==> src/sha_pkg.sv <==
package sha_pkg;

   localparam int WordWidth = 32;
   localparam int NumRounds = 64;

   typedef logic [WordWidth-1:0] word_type;
   typedef word_type [7:0] hash_type;

   // Request from the top-level sequencer to the round engine.
   typedef struct packed {
      logic start;
   } core_ctrl_type;

   // Status from the round engine back to the sequencer.
   typedef struct packed {
      logic busy;
      logic done;
   } core_stat_type;

   localparam hash_type InitHash = '{
      32'h5be0cd19, 32'h1f83d9ab, 32'h9b05688c, 32'h510e527f,
      32'ha54ff53a, 32'h3c6ef372, 32'hbb67ae85, 32'h6a09e667};

   localparam logic [7:0] PadByte = 8'h80;
   localparam logic [5:0] LenStart = 6'd56;

   function automatic word_type round_k(input logic [5:0] t);
      word_type k;
      case (t)
         6'd0: k = 32'h428a2f98;  6'd1: k = 32'h71374491;  6'd2: k = 32'hb5c0fbcf;
         6'd3: k = 32'he9b5dba5;  6'd4: k = 32'h3956c25b;  6'd5: k = 32'h59f111f1;
         6'd6: k = 32'h923f82a4;  6'd7: k = 32'hab1c5ed5;  6'd8: k = 32'hd807aa98;
         6'd9: k = 32'h12835b01;  6'd10: k = 32'h243185be; 6'd11: k = 32'h550c7dc3;
         6'd12: k = 32'h72be5d74; 6'd13: k = 32'h80deb1fe; 6'd14: k = 32'h9bdc06a7;
         6'd15: k = 32'hc19bf174; 6'd16: k = 32'he49b69c1; 6'd17: k = 32'hefbe4786;
         6'd18: k = 32'h0fc19dc6; 6'd19: k = 32'h240ca1cc; 6'd20: k = 32'h2de92c6f;
         6'd21: k = 32'h4a7484aa; 6'd22: k = 32'h5cb0a9dc; 6'd23: k = 32'h76f988da;
         6'd24: k = 32'h983e5152; 6'd25: k = 32'ha831c66d; 6'd26: k = 32'hb00327c8;
         6'd27: k = 32'hbf597fc7; 6'd28: k = 32'hc6e00bf3; 6'd29: k = 32'hd5a79147;
         6'd30: k = 32'h06ca6351; 6'd31: k = 32'h14292967; 6'd32: k = 32'h27b70a85;
         6'd33: k = 32'h2e1b2138; 6'd34: k = 32'h4d2c6dfc; 6'd35: k = 32'h53380d13;
         6'd36: k = 32'h650a7354; 6'd37: k = 32'h766a0abb; 6'd38: k = 32'h81c2c92e;
         6'd39: k = 32'h92722c85; 6'd40: k = 32'ha2bfe8a1; 6'd41: k = 32'ha81a664b;
         6'd42: k = 32'hc24b8b70; 6'd43: k = 32'hc76c51a3; 6'd44: k = 32'hd192e819;
         6'd45: k = 32'hd6990624; 6'd46: k = 32'hf40e3585; 6'd47: k = 32'h106aa070;
         6'd48: k = 32'h19a4c116; 6'd49: k = 32'h1e376c08; 6'd50: k = 32'h2748774c;
         6'd51: k = 32'h34b0bcb5; 6'd52: k = 32'h391c0cb3; 6'd53: k = 32'h4ed8aa4a;
         6'd54: k = 32'h5b9cca4f; 6'd55: k = 32'h682e6ff3; 6'd56: k = 32'h748f82ee;
         6'd57: k = 32'h78a5636f; 6'd58: k = 32'h84c87814; 6'd59: k = 32'h8cc70208;
         6'd60: k = 32'h90befffa; 6'd61: k = 32'ha4506ceb; 6'd62: k = 32'hbef9a3f7;
         default: k = 32'hc67178f2;
      endcase
      return k;
   endfunction

endpackage

==> src/sha_if.sv <==
interface sha_req_if;
   logic       valid;
   logic       ready;
   logic [7:0] data_byte;
   logic       has_byte;
   logic       last;
   modport source (output valid, data_byte, has_byte, last, input ready);
   modport sink (input valid, data_byte, has_byte, last, output ready);
endinterface

interface sha_rsp_if;
   logic        valid;
   logic        ready;
   logic [31:0] digest_word;
   logic        word_last;
   modport source (output valid, digest_word, word_last, input ready);
   modport sink (input valid, digest_word, word_last, output ready);
endinterface

interface sha_csr_if;
   logic valid;
   logic ready;
   logic double_mode;
   modport source (output valid, double_mode, input ready);
   modport sink (input valid, double_mode, output ready);
endinterface

==> src/sha_round.sv <==
// One compression round per cycle over a 16-word rolling schedule window.
module sha_round import sha_pkg::*; (
   input  logic          clock,
   input  logic          reset,
   input  core_ctrl_type ctrl,
   input  logic [511:0]  block,
   input  hash_type      chain,
   output hash_type      vars,
   output core_stat_type stat
);

   function automatic word_type rotr(input word_type x, input int n);
      return (x >> n) | (x << (WordWidth - n));
   endfunction

   word_type [15:0] w_ff, w_in;
   hash_type        v_ff, v_in;
   logic [5:0]      t_ff, t_in;
   logic            busy_ff, busy_in, done_ff, done_in;

   word_type a, b, c, d, e, f, g, h, s0, s1, w_new, wt, t1, t2, w2, w15;

   always_comb begin
      {h, g, f, e, d, c, b, a} = v_ff;
      w2  = w_ff[14];
      w15 = w_ff[1];
      s1 = rotr(w2, 17) ^ rotr(w2, 19) ^ (w2 >> 10);
      s0 = rotr(w15, 7) ^ rotr(w15, 18) ^ (w15 >> 3);
      w_new = s1 + w_ff[9] + s0 + w_ff[0];
      wt = w_ff[0];
      t1 = h + (rotr(e, 6) ^ rotr(e, 11) ^ rotr(e, 25)) + ((e & f) ^ (~e & g))
         + round_k(t_ff) + wt;
      t2 = (rotr(a, 2) ^ rotr(a, 13) ^ rotr(a, 22)) + ((a & b) ^ (a & c) ^ (b & c));
      w_in = w_ff;
      v_in = v_ff;
      t_in = t_ff;
      busy_in = busy_ff;
      done_in = 1'b0;
      if (ctrl.start) begin
         for (int i = 0; i < 16; i++) w_in[i] = block[511-32*i -: 32];
         v_in = chain;
         t_in = '0;
         busy_in = 1'b1;
      end else if (busy_ff) begin
         // w_ff[0] always holds W[t]; the window shifts down each round.
         w_in = {w_new, w_ff[15:1]};
         v_in = {g, f, e, d + t1, c, b, a, t1 + t2};
         t_in = t_ff + 6'd1;
         if (t_ff == 6'(NumRounds - 1)) begin
            busy_in = 1'b0;
            done_in = 1'b1;
         end
      end
   end

   always_ff @(posedge clock) begin
      w_ff <= w_in;
      v_ff <= v_in;
      t_ff <= t_in;
      if (reset) begin
         busy_ff <= 1'b0;
         done_ff <= 1'b0;
      end else begin
         busy_ff <= busy_in;
         done_ff <= done_in;
      end
   end

   assign vars = v_ff;
   assign stat = '{busy: busy_ff, done: done_ff};

endmodule

==> src/sha256_byte_stream_hasher_unit.sv <==
// SHA-256 byte stream hasher.
// Requests arrive on req one byte at a time: data_byte with has_byte set, and
// last set on the final byte. A request with has_byte low and last high ends
// the message without adding a byte (the empty message if none came before).
// A request with both low is accepted and ignored.
// The 64th byte of a block starts the round engine, which runs one round
// per cycle; req_ready stays low until that block has been added to the
// hash. A last request adds padding (1 to 64 bytes written one per cycle,
// one or two more blocks through the engine) and, in double mode, a second
// hash over the 32-byte digest.
// The digest leaves on rsp as eight 32-bit words, word 0 first, word_last
// on the eighth. req_ready stays low until all eight words are taken; a
// stalled receiver simply holds the block in its output state.
// csr sets double_mode and is always ready; write it only while idle.
// Reset (synchronous, active high) restores the initial hash, clears the
// length count, double_mode and the byte index; blk_ff is not reset.
module sha256_byte_stream_hasher_unit import sha_pkg::*; (
   input logic     clock,
   input logic     reset,
   sha_req_if.sink req,
   sha_rsp_if.source rsp,
   sha_csr_if.sink csr
);

   localparam logic [2:0] StIdle  = 3'd0;
   localparam logic [2:0] StPad   = 3'd1;
   localparam logic [2:0] StLen   = 3'd2;
   localparam logic [2:0] StRound = 3'd3;
   localparam logic [2:0] StAdd   = 3'd4;
   localparam logic [2:0] StOut   = 3'd5;
   localparam logic [2:0] StSecond = 3'd6;

   logic [2:0]   state_ff, state_in;
   logic [511:0] blk_ff, blk_in;
   hash_type     chain_ff, chain_in;
   logic [63:0]  len_ff, len_in;
   logic [5:0]   idx_ff, idx_in;
   logic         finishing_ff, finishing_in;   // padding block in flight is final
   logic         second_ff, second_in;
   logic         dbl_ff;
   logic [2:0]   oidx_ff, oidx_in;
   logic [2:0]   after_ff, after_in;            // where to go after a block

   core_ctrl_type ctrl;
   core_stat_type stat;
   hash_type      vars;

   // The engine loads the block as it is being completed, so the byte or
   // length written in the start cycle is part of it.
   sha_round u_round (
      .clock(clock), .reset(reset), .ctrl(ctrl), .block(blk_in),
      .chain(chain_ff), .vars(vars), .stat(stat));

   assign req.ready = (state_ff == StIdle);
   assign csr.ready = 1'b1;
   assign rsp.valid = (state_ff == StOut);
   assign rsp.digest_word = chain_ff[oidx_ff];
   assign rsp.word_last = (oidx_ff == 3'd7);

   always_ff @(posedge clock) begin
      if (reset) dbl_ff <= 1'b0;
      else if (csr.valid) dbl_ff <= csr.double_mode;
   end

   always_comb begin
      state_in = state_ff;
      blk_in = blk_ff;
      chain_in = chain_ff;
      len_in = len_ff;
      idx_in = idx_ff;
      finishing_in = finishing_ff;
      second_in = second_ff;
      oidx_in = oidx_ff;
      after_in = after_ff;
      ctrl.start = 1'b0;
      unique case (state_ff)
         StIdle: begin
            if (req.valid) begin
               if (req.has_byte) begin
                  blk_in[511-8*idx_ff -: 8] = req.data_byte;
                  len_in = len_ff + 64'd8;
                  idx_in = idx_ff + 6'd1;
               end
               if (req.has_byte && idx_ff == 6'd63) begin
                  ctrl.start = 1'b1;
                  state_in = StRound;
                  after_in = req.last ? StPad : StIdle;
                  finishing_in = 1'b0;
               end else if (req.last) begin
                  state_in = StPad;
               end
            end
         end
         StPad: begin
            // Write 0x80 at the current slot, then zeros.
            blk_in[511-8*idx_ff -: 8] = (after_ff == StPad) ? PadByte : 8'h00;
            after_in = StLen;
            idx_in = idx_ff + 6'd1;
            if (after_ff == StPad && idx_ff < LenStart || after_ff != StPad && idx_ff < LenStart)
               begin
               if (idx_ff + 6'd1 == LenStart || idx_ff == 6'd63) state_in = StLen;
            end else if (idx_ff == 6'd63) begin
               ctrl.start = 1'b1;
               state_in = StRound;
               finishing_in = 1'b0;
            end
            if (idx_ff == 6'd55) state_in = StLen;
         end
         StLen: begin
            blk_in[63:0] = len_ff;
            ctrl.start = 1'b1;
            state_in = StRound;
            finishing_in = 1'b1;
         end
         StRound: begin
            if (stat.done) state_in = StAdd;
         end
         StAdd: begin
            for (int i = 0; i < 8; i++) chain_in[i] = chain_ff[i] + vars[i];
            idx_in = '0;
            if (!finishing_ff) begin
               state_in = (after_ff == StIdle) ? StIdle : StPad;
               after_in = (after_ff == StIdle) ? StIdle : StLen;
               if (after_ff == StPad) after_in = StPad;
            end else if (dbl_ff && !second_ff) begin
               state_in = StSecond;
            end else begin
               state_in = StOut;
               oidx_in = '0;
            end
         end
         StSecond: begin
            for (int i = 0; i < 8; i++) blk_in[511-32*i -: 32] = chain_ff[i];
            chain_in = InitHash;
            len_in = 64'd256;
            idx_in = 6'd32;
            second_in = 1'b1;
            after_in = StPad;
            state_in = StPad;
         end
         StOut: begin
            if (rsp.ready) begin
               oidx_in = oidx_ff + 3'd1;
               if (oidx_ff == 3'd7) begin
                  state_in = StIdle;
                  chain_in = InitHash;
                  len_in = '0;
                  idx_in = '0;
                  second_in = 1'b0;
                  after_in = StIdle;
               end
            end
         end
         default: state_in = StIdle;
      endcase
      // First pad cycle after a message end writes 0x80 only once.
      if (state_ff == StIdle && state_in == StPad) after_in = StPad;
   end

   always_ff @(posedge clock) begin
      blk_ff <= blk_in;
      oidx_ff <= oidx_in;
      if (reset) begin
         state_ff <= StIdle;
         chain_ff <= InitHash;
         len_ff <= '0;
         idx_ff <= '0;
         finishing_ff <= 1'b0;
         second_ff <= 1'b0;
         after_ff <= StIdle;
      end else begin
         state_ff <= state_in;
         chain_ff <= chain_in;
         len_ff <= len_in;
         idx_ff <= idx_in;
         finishing_ff <= finishing_in;
         second_ff <= second_in;
         after_ff <= after_in;
      end
   end

endmodule
==> src/flat_wrapper.sv <==
// flat-port wrapper written by rule: the top's interface ports become plain ports
module sha256_byte_stream_hasher_unit_flat import sha_pkg::*;
  (clock, reset, req_valid, req_data_byte, req_has_byte, req_last, req_ready, rsp_valid, rsp_digest_word, rsp_word_last, rsp_ready, csr_valid, csr_double_mode, csr_ready);
  sha_req_if req_i ();
  sha_rsp_if rsp_i ();
  sha_csr_if csr_i ();
  input logic clock;
  input logic reset;
  input wire logic [$bits(req_i.valid)-1:0] req_valid;
  input wire logic [$bits(req_i.data_byte)-1:0] req_data_byte;
  input wire logic [$bits(req_i.has_byte)-1:0] req_has_byte;
  input wire logic [$bits(req_i.last)-1:0] req_last;
  output wire logic [$bits(req_i.ready)-1:0] req_ready;
  output wire logic [$bits(rsp_i.valid)-1:0] rsp_valid;
  output wire logic [$bits(rsp_i.digest_word)-1:0] rsp_digest_word;
  output wire logic [$bits(rsp_i.word_last)-1:0] rsp_word_last;
  input wire logic [$bits(rsp_i.ready)-1:0] rsp_ready;
  input wire logic [$bits(csr_i.valid)-1:0] csr_valid;
  input wire logic [$bits(csr_i.double_mode)-1:0] csr_double_mode;
  output wire logic [$bits(csr_i.ready)-1:0] csr_ready;
  assign req_i.valid = req_valid;
  assign req_i.data_byte = req_data_byte;
  assign req_i.has_byte = req_has_byte;
  assign req_i.last = req_last;
  assign req_ready = req_i.ready;
  assign rsp_valid = rsp_i.valid;
  assign rsp_digest_word = rsp_i.digest_word;
  assign rsp_word_last = rsp_i.word_last;
  assign rsp_i.ready = rsp_ready;
  assign csr_i.valid = csr_valid;
  assign csr_i.double_mode = csr_double_mode;
  assign csr_ready = csr_i.ready;
  sha256_byte_stream_hasher_unit u_core (.clock(clock), .reset(reset), .req(req_i), .rsp(rsp_i), .csr(csr_i));
endmodule
==> config.mk <==
export PLATFORM = sky130hd
export DESIGN_NAME = sha256_byte_stream_hasher_unit_flat
export DESIGN_NICKNAME = d
export VERILOG_FILES = /design/src/sha_pkg.sv /design/src/sha_if.sv /design/src/sha_round.sv /design/src/sha256_byte_stream_hasher_unit.sv /design/src/flat_wrapper.sv
export SDC_FILE = /design/constraint.sdc
export NUM_CORES = 2
export LEC_CHECK = 0
export BUFFER_PORTS_ARGS = -buffer_cell sky130_fd_sc_hd__buf_4
export CORE_MARGIN = 5
export CORE_UTILIZATION = 52
export CTS_CLUSTER_SIZE = 40
export DETAILED_ROUTE_END_ITERATION = 16
export PLACE_DENSITY = 0.67
export SYNTH_ARGS = -nofsm -noshare
export SYNTH_HDL_FRONTEND = slang
export SYNTH_SLANG_ARGS = --single-unit
==> constraint.sdc <==
create_clock -name clock -period 52.9 [get_ports clock]
set_clock_uncertainty 0.2 [all_clocks]
set_input_delay 7.935 -clock clock [delete_from_list [all_inputs] [get_ports clock]]
set_output_delay 7.935 -clock clock [all_outputs]
set_load 0.05 [all_outputs]
== Word-level counts from Yosys, hierarchy flattened ==
Memory sizes are Yosys's and may differ from the RTL's. A register that Yosys moved wholly into a read port is not among the register bits.
Cells that the tools add are included.

* $add $sub $neg: 24
* $lt $le $gt $ge: 2
* Eq/ne operators: 29
* Shift-type cells: 3
* Muxes and demuxes: 74
* Bitwise operators: 28
* Reductions and logical operators: 28

{| class="wikitable"
|+ Operators with widths
! kind !! count
|-
| $mux 512 || 4
|-
| $pmux 256 s3 || 2
|-
| $shiftx 8x34->519 || 2
|-
| $bwmux 512 || 2
|-
| $mux 256 || 4
|-
| $add 32x32->32 || 18
|-
| $shift 8x34->519 const A || 1
|-
| $pmux 192 s2 || 1
|-
| $pmux 64 s3 || 2
|-
| $xor 32x32->32 || 9
|-
| $mux 64 || 4
|-
| $and 32x32->32 || 5
|-
| $bmux 32 s3 || 1
|-
| $add 64x4->64 const B || 1
|-
| $mux 3 || 20
|-
| $mux 6 || 6
|-
| $neg 32->34 || 1
|-
| $mux 32 || 1
|-
| $not 32->32 || 1
|-
| $or 10x32->32 || 1
|-
| $or 13x32->32 || 1
|-
| $or 14x32->32 || 1
|-
| $or 15x32->32 || 1
|-
| $or 19x32->32 || 1
|-
| other kinds (45) || 98
|}

* Register bits after elaboration: 1626
* Bits in read-only memories: 2048
* Input bits: 16
* Output and inout bits: 36
* Logic and storage cells: 234
* Memories kept: 1

{| class="wikitable"
|+ Memories
! name !! depth !! bits a word !! rd ports !! clocked after memory_dff !! wr ports !! RTL line !! text
|-
| (name not given) || 64 || 32 || 1 || 1 || 0 || sha_pkg.sv:29 || <nowiki>case (t)</nowiki>
|}

== Longest topological paths before layout ==
* Word-level depth: 11
* Gate-level depth with buffers: 34
* Mapped depth without buffers: 33

== Hierarchy ==
From an unflattened synthesis, not the netlist that was laid out.

* Cells, all modules: 9874
* Area total of the unflattened synthesis: 97383.4 um2

{| class="wikitable"
|+ Modules (own cells, without submodules)
! module !! times used !! cells an instance !! area an instance (um2) !! sequential area each (um2)
|-
| sha_round || 1 || 3948 || 49480.0 || 23862.9
|-
| sha256_byte_stream_hasher_unit || 1 || 5926 || 47903.4 || 16966.3
|}

== Least setup slack after synthesis ==
No wires, ideal clock.

* Path kind: input port to flip-flop
* From: input req_valid
* To: register u_core.u_round.v_ff (netlist bit u_core.u_round.a[0]) (enable)
* Library setup time: 1.279 ns
* Data arrival time: 26.614 ns
* Setup slack: 24.807 ns
* Cell stages on the path: 7
* Buffers on the path: 2
* Cell sequence: a21oi_1 > nor2_1 > a21o_1 > nand2_1 > clkbuf_1 > clkbuf_1 > nand2b_1

* Word-level cells in the longest chain between the ends: 3

{| class="wikitable"
|+ Ends and longest elaborated chain
! item !! RTL line !! text
|-
| start: declaration || flat_wrapper.sv:9 || <nowiki>input wire logic [$bits(req_i.valid)-1:0] req_valid;</nowiki>
|-
| $mux 1 || sha256_byte_stream_hasher_unit.sv:78 || <nowiki>if (req.valid) begin</nowiki>
|-
| $pmux 1 s3 || sha256_byte_stream_hasher_unit.sv:76 || <nowiki>unique case (state_ff)</nowiki>
|-
| $reduce_bool 2->1 (no line) || -- ||
|-
| end signal: assignment || sha_round.sv:58 || <nowiki>v_ff <= v_in;</nowiki>
|-
| end: declaration || sha_round.sv:17 || <nowiki>hash_type v_ff, v_in;</nowiki>
|}

Every way passes these cells.
A chain may end at the register's enable or synchronous reset.

== Final worst setup path ==
* From: input req_has_byte
* To: register u_core.u_round.w_ff[138] (netlist name) (enable)

* Word-level cells in the longest chain between the ends: 5

{| class="wikitable"
|+ Ends and longest elaborated chain
! item !! RTL line !! text
|-
| start: declaration || flat_wrapper.sv:11 || <nowiki>input wire logic [$bits(req_i.has_byte)-1:0] req_has_byte;</nowiki>
|-
| $logic_and 1x1->1 || sha256_byte_stream_hasher_unit.sv:84 || <nowiki>if (req.has_byte && idx_ff == 6'd63) begin</nowiki>
|-
| $mux 1 || sha256_byte_stream_hasher_unit.sv:84 ||
|-
| $mux 1 || sha256_byte_stream_hasher_unit.sv:78 ||
|-
| $pmux 1 s3 || sha256_byte_stream_hasher_unit.sv:76 ||
|-
| $reduce_bool 2->1 (no line) || -- ||
|-
| end signal: assignment || sha_round.sv:57 || <nowiki>w_ff <= w_in;</nowiki>
|-
| end: declaration || sha_round.sv:16 || <nowiki>word_type [15:0] w_ff, w_in;</nowiki>
|}

Every way passes these cells.

==> impl_metrics.tcl <==
set metrics [dict create \
    status "complete, but fails checks" \
    violations "max-capacitance violations" \
    crit_path_max_fanout 156 \
    routed_wl_microns 414000 \
    max_freq_ghz 0.0755 \
    ios 52 \
    synthTopCellsByCount "2,194 x nand2_1, 883 x dfxtp_1, 845 x nor2_1" \
    htreeDepth 4 \
    async_flop_share_pct 0 \
    synth_top_area_cell "edfxtp_1" \
    grt_usage_pct 41.5 \
    die_height_microns 438 \
    die_area_sq_um 192000 \
    cts_buffers 184 \
    cts_tree "done" \
    end_kind "register" \
    finalNetCount 11000 \
    syn_to_final_growth_pct 9.98 \
    rsz0062_at_grt "false" \
    synth_top_area_share_pct 24.3 \
    initial_utilization_pct 52.2 \
    grt_overflow 0 \
    post_cts_resized 0 \
    drt-vias-per-instance 6.65 \
    vias 86400 \
    slew_violations 0 \
    core_sq_um 183000 \
    cp.required_ps 53170 \
    drive_above_1_share_pct 8.48 \
    power.density_nw_per_um2 31.3 \
    ant_nets 0 \
    finalSetupTns_ps 0 \
    hp-class "reg2reg" \
    arrival_ps 13510 \
    critPathLaunchType "input pin" \
    firstDrtPassIters 10 \
    cts.clk_slew.worst_paths_ps 60 \
    peakVddDrop_mv 0.0309 \
    period_needed_ps 13240 \
    avgSynthCellArea_sq_um 9.05 \
    synth_edf_count 771 \
    post_cts_buffers 0 \
    postLayoutCellArea_sq_um 105000 \
    ys.flop_type "dfxtp_1" \
    grt_first_pass_wirelength_microns 580000 \
    synth-seq-cells 1654 \
    worst_pin_slew_ps 1480 \
    cts_hold_buffers 0 \
    root_buffer "clkbuf_16" \
    synth_most_common_cell "nand2_1" \
    antenna_found_initial 16 \
    synthTopCellsByArea "edfxtp_1 24%, dfxtp_1 19%, nand2_1 8.6%, ha_1 5.2%, fa_1 4.1%" \
    gp_congestion 1.06 \
    synth.distinct_cells 88 \
    cap_violations 1 \
    p_leak_nw 41.8 \
    yosysSeqAreaShare_pct 42.8 \
    max_slew_margin_pct 0.408 \
    port_buffers 50 \
    ys_warn_count 0 \
    drt_iter0_markers 14100 \
    final_hold_viol_count 0 \
    synthesis.area_sq_um 95300 \
    hpwl_microns 305000 \
    synth_cells 10500 \
    drcViolationCount 0 \
    cts_sinks 1654 \
    clockBufferDepth 3 \
    routedWlPerCell_microns 31.9 \
    setup_viol 0 \
    synth.net_count 11100 \
    grt_max_degree 180 \
    dpl_cell_area_sq_um 98400 \
    fin_util_pct 57.4 \
    clkLatencyLatePin_ps 860 \
    finalCritPeriodShare_pct 25.0 \
    grt_pass1_vias 79700 \
    crit_type "in2reg" \
    num_rows 157 \
    die_w_microns 438 \
]
## worst paths after layout
path,from,endpoint,slack (ps),depth (start not counted)
worst max register to register,u_core.u_round.e[13]$_DFFE_PP_,u_core.u_round.a[30]$_DFFE_PP_,42330,32
worst max-delay path,req_has_byte,u_core.u_round.w_ff[138]$_DFFE_PP_,39660,11
worst min-delay path,u_core.blk_ff[341]$_DFF_P_,u_core.blk_ff[341]$_DFF_P_,240,2
worst min register to register,u_core.blk_ff[341]$_DFF_P_,u_core.blk_ff[341]$_DFF_P_,240,2
## cell usage in the layout, fill, tap and decap left out, drive strengths merged, types with 59 or more instances in the layout
master / n
and3: 60
ha: 398
o21ai: 691
a22o: 106
inv: 491
a22oi: 73
buf: 274
nor2: 846
nand2b: 59
a221o: 114
xor2: 259
a21o: 191
xnor2: 382
nand3: 230
fa: 195
a21oi: 634
nand2: 2194
clkinv: 61
mux4: 64
nor3: 165
mux2: 180
o22ai: 103
dfxtp: 883
o21a: 66
a222oi: 83
clkbuf: 254
edfxtp: 771
## area by class of cell
class	count	area, sq um
fillers	16300	77900
multi-input cells	7834	50700
flip-flops and latches	1654	40800
clock buffers	254	5290
well taps	2385	2980
repair buffers	274	2120
inverters	482	1810
clock inverters	93	1090
diodes	12	30.0
## through the flow
stage	instances	power [W]	setup WS, ps	hold slack (ps)
floorplan	10500	0.00176	24810	210
global placement	12600	0.00191	39060	224
detailed placement	12600	0.00192	38990	232
CTS	13000	0.00327	39890	245
global route	13000	0.00338	39650	266
finish	13000	0.00329	39660	245
## worst max-delay path, stage by stage
cell and delay, ps:
buf_4 170, a21oi_1 80, buf_4 240, nor2_4 100, buf_4 580, a21o_1 420
nand2_4 320, nand2b_4 770, buf_12 670, buf_4 800, buf_4 920
## kinds of logic (layout without fill, tap and decap cells)
logic type      after synthesis  in the layout  synth area share (%)
buf+inv                    1047           1103                  4.19
compound gates             2531           2531                  17.3
fa+ha+maj                   596            596                  9.35
xor+xnor                    641            641                  5.89
simple gates               3785           3785                  16.4
other cells                   1             13               0.00393
flops                      1654           1654                  42.8
mux                         280            280                  4.02
## registers in the layout, summed over array words and instances, names as in the netlist, 6 cells and up, named ones only
register,flops
u_core.u_round.b,32
u_core.chain_ff,256
u_core.len_ff,61
u_core.blk_ff,512
u_core.u_round.g,32
u_core.u_round.a,32
u_core.u_round.d,32
u_core.u_round.f,32
u_core.idx_ff,6
u_core.u_round.c,32
u_core.u_round.w_ff,416
u_core.u_round.w15,32
u_core.u_round.h,32
u_core.u_round.t_ff,6
u_core.u_round.e,32
u_core.u_round.w2,32
u_core.u_round.wt,32
## layer usage
metal  part of all wire (%)  GRT usage [%]  wire length [microns]  up-vias
met5                  0.017              0                     69        -
met4                    9.0           29.5                  37100       10
met3                     13           12.7                  54900     1384
met2                     40           57.4                 165000     6378
met1                     38           55.1                 157000    41600
li1                       -              -                      -    37000
## power breakdown
group	total, W	switching [W]	internal, W
Sequential	0.00138	0.0000142	0.00136
Clock	0.00137	0.000577	0.000795
Combinational	0.000536	0.000340	0.000196
Total	0.00329	0.000931	0.00235
Power figures use the tool's default switching activity.
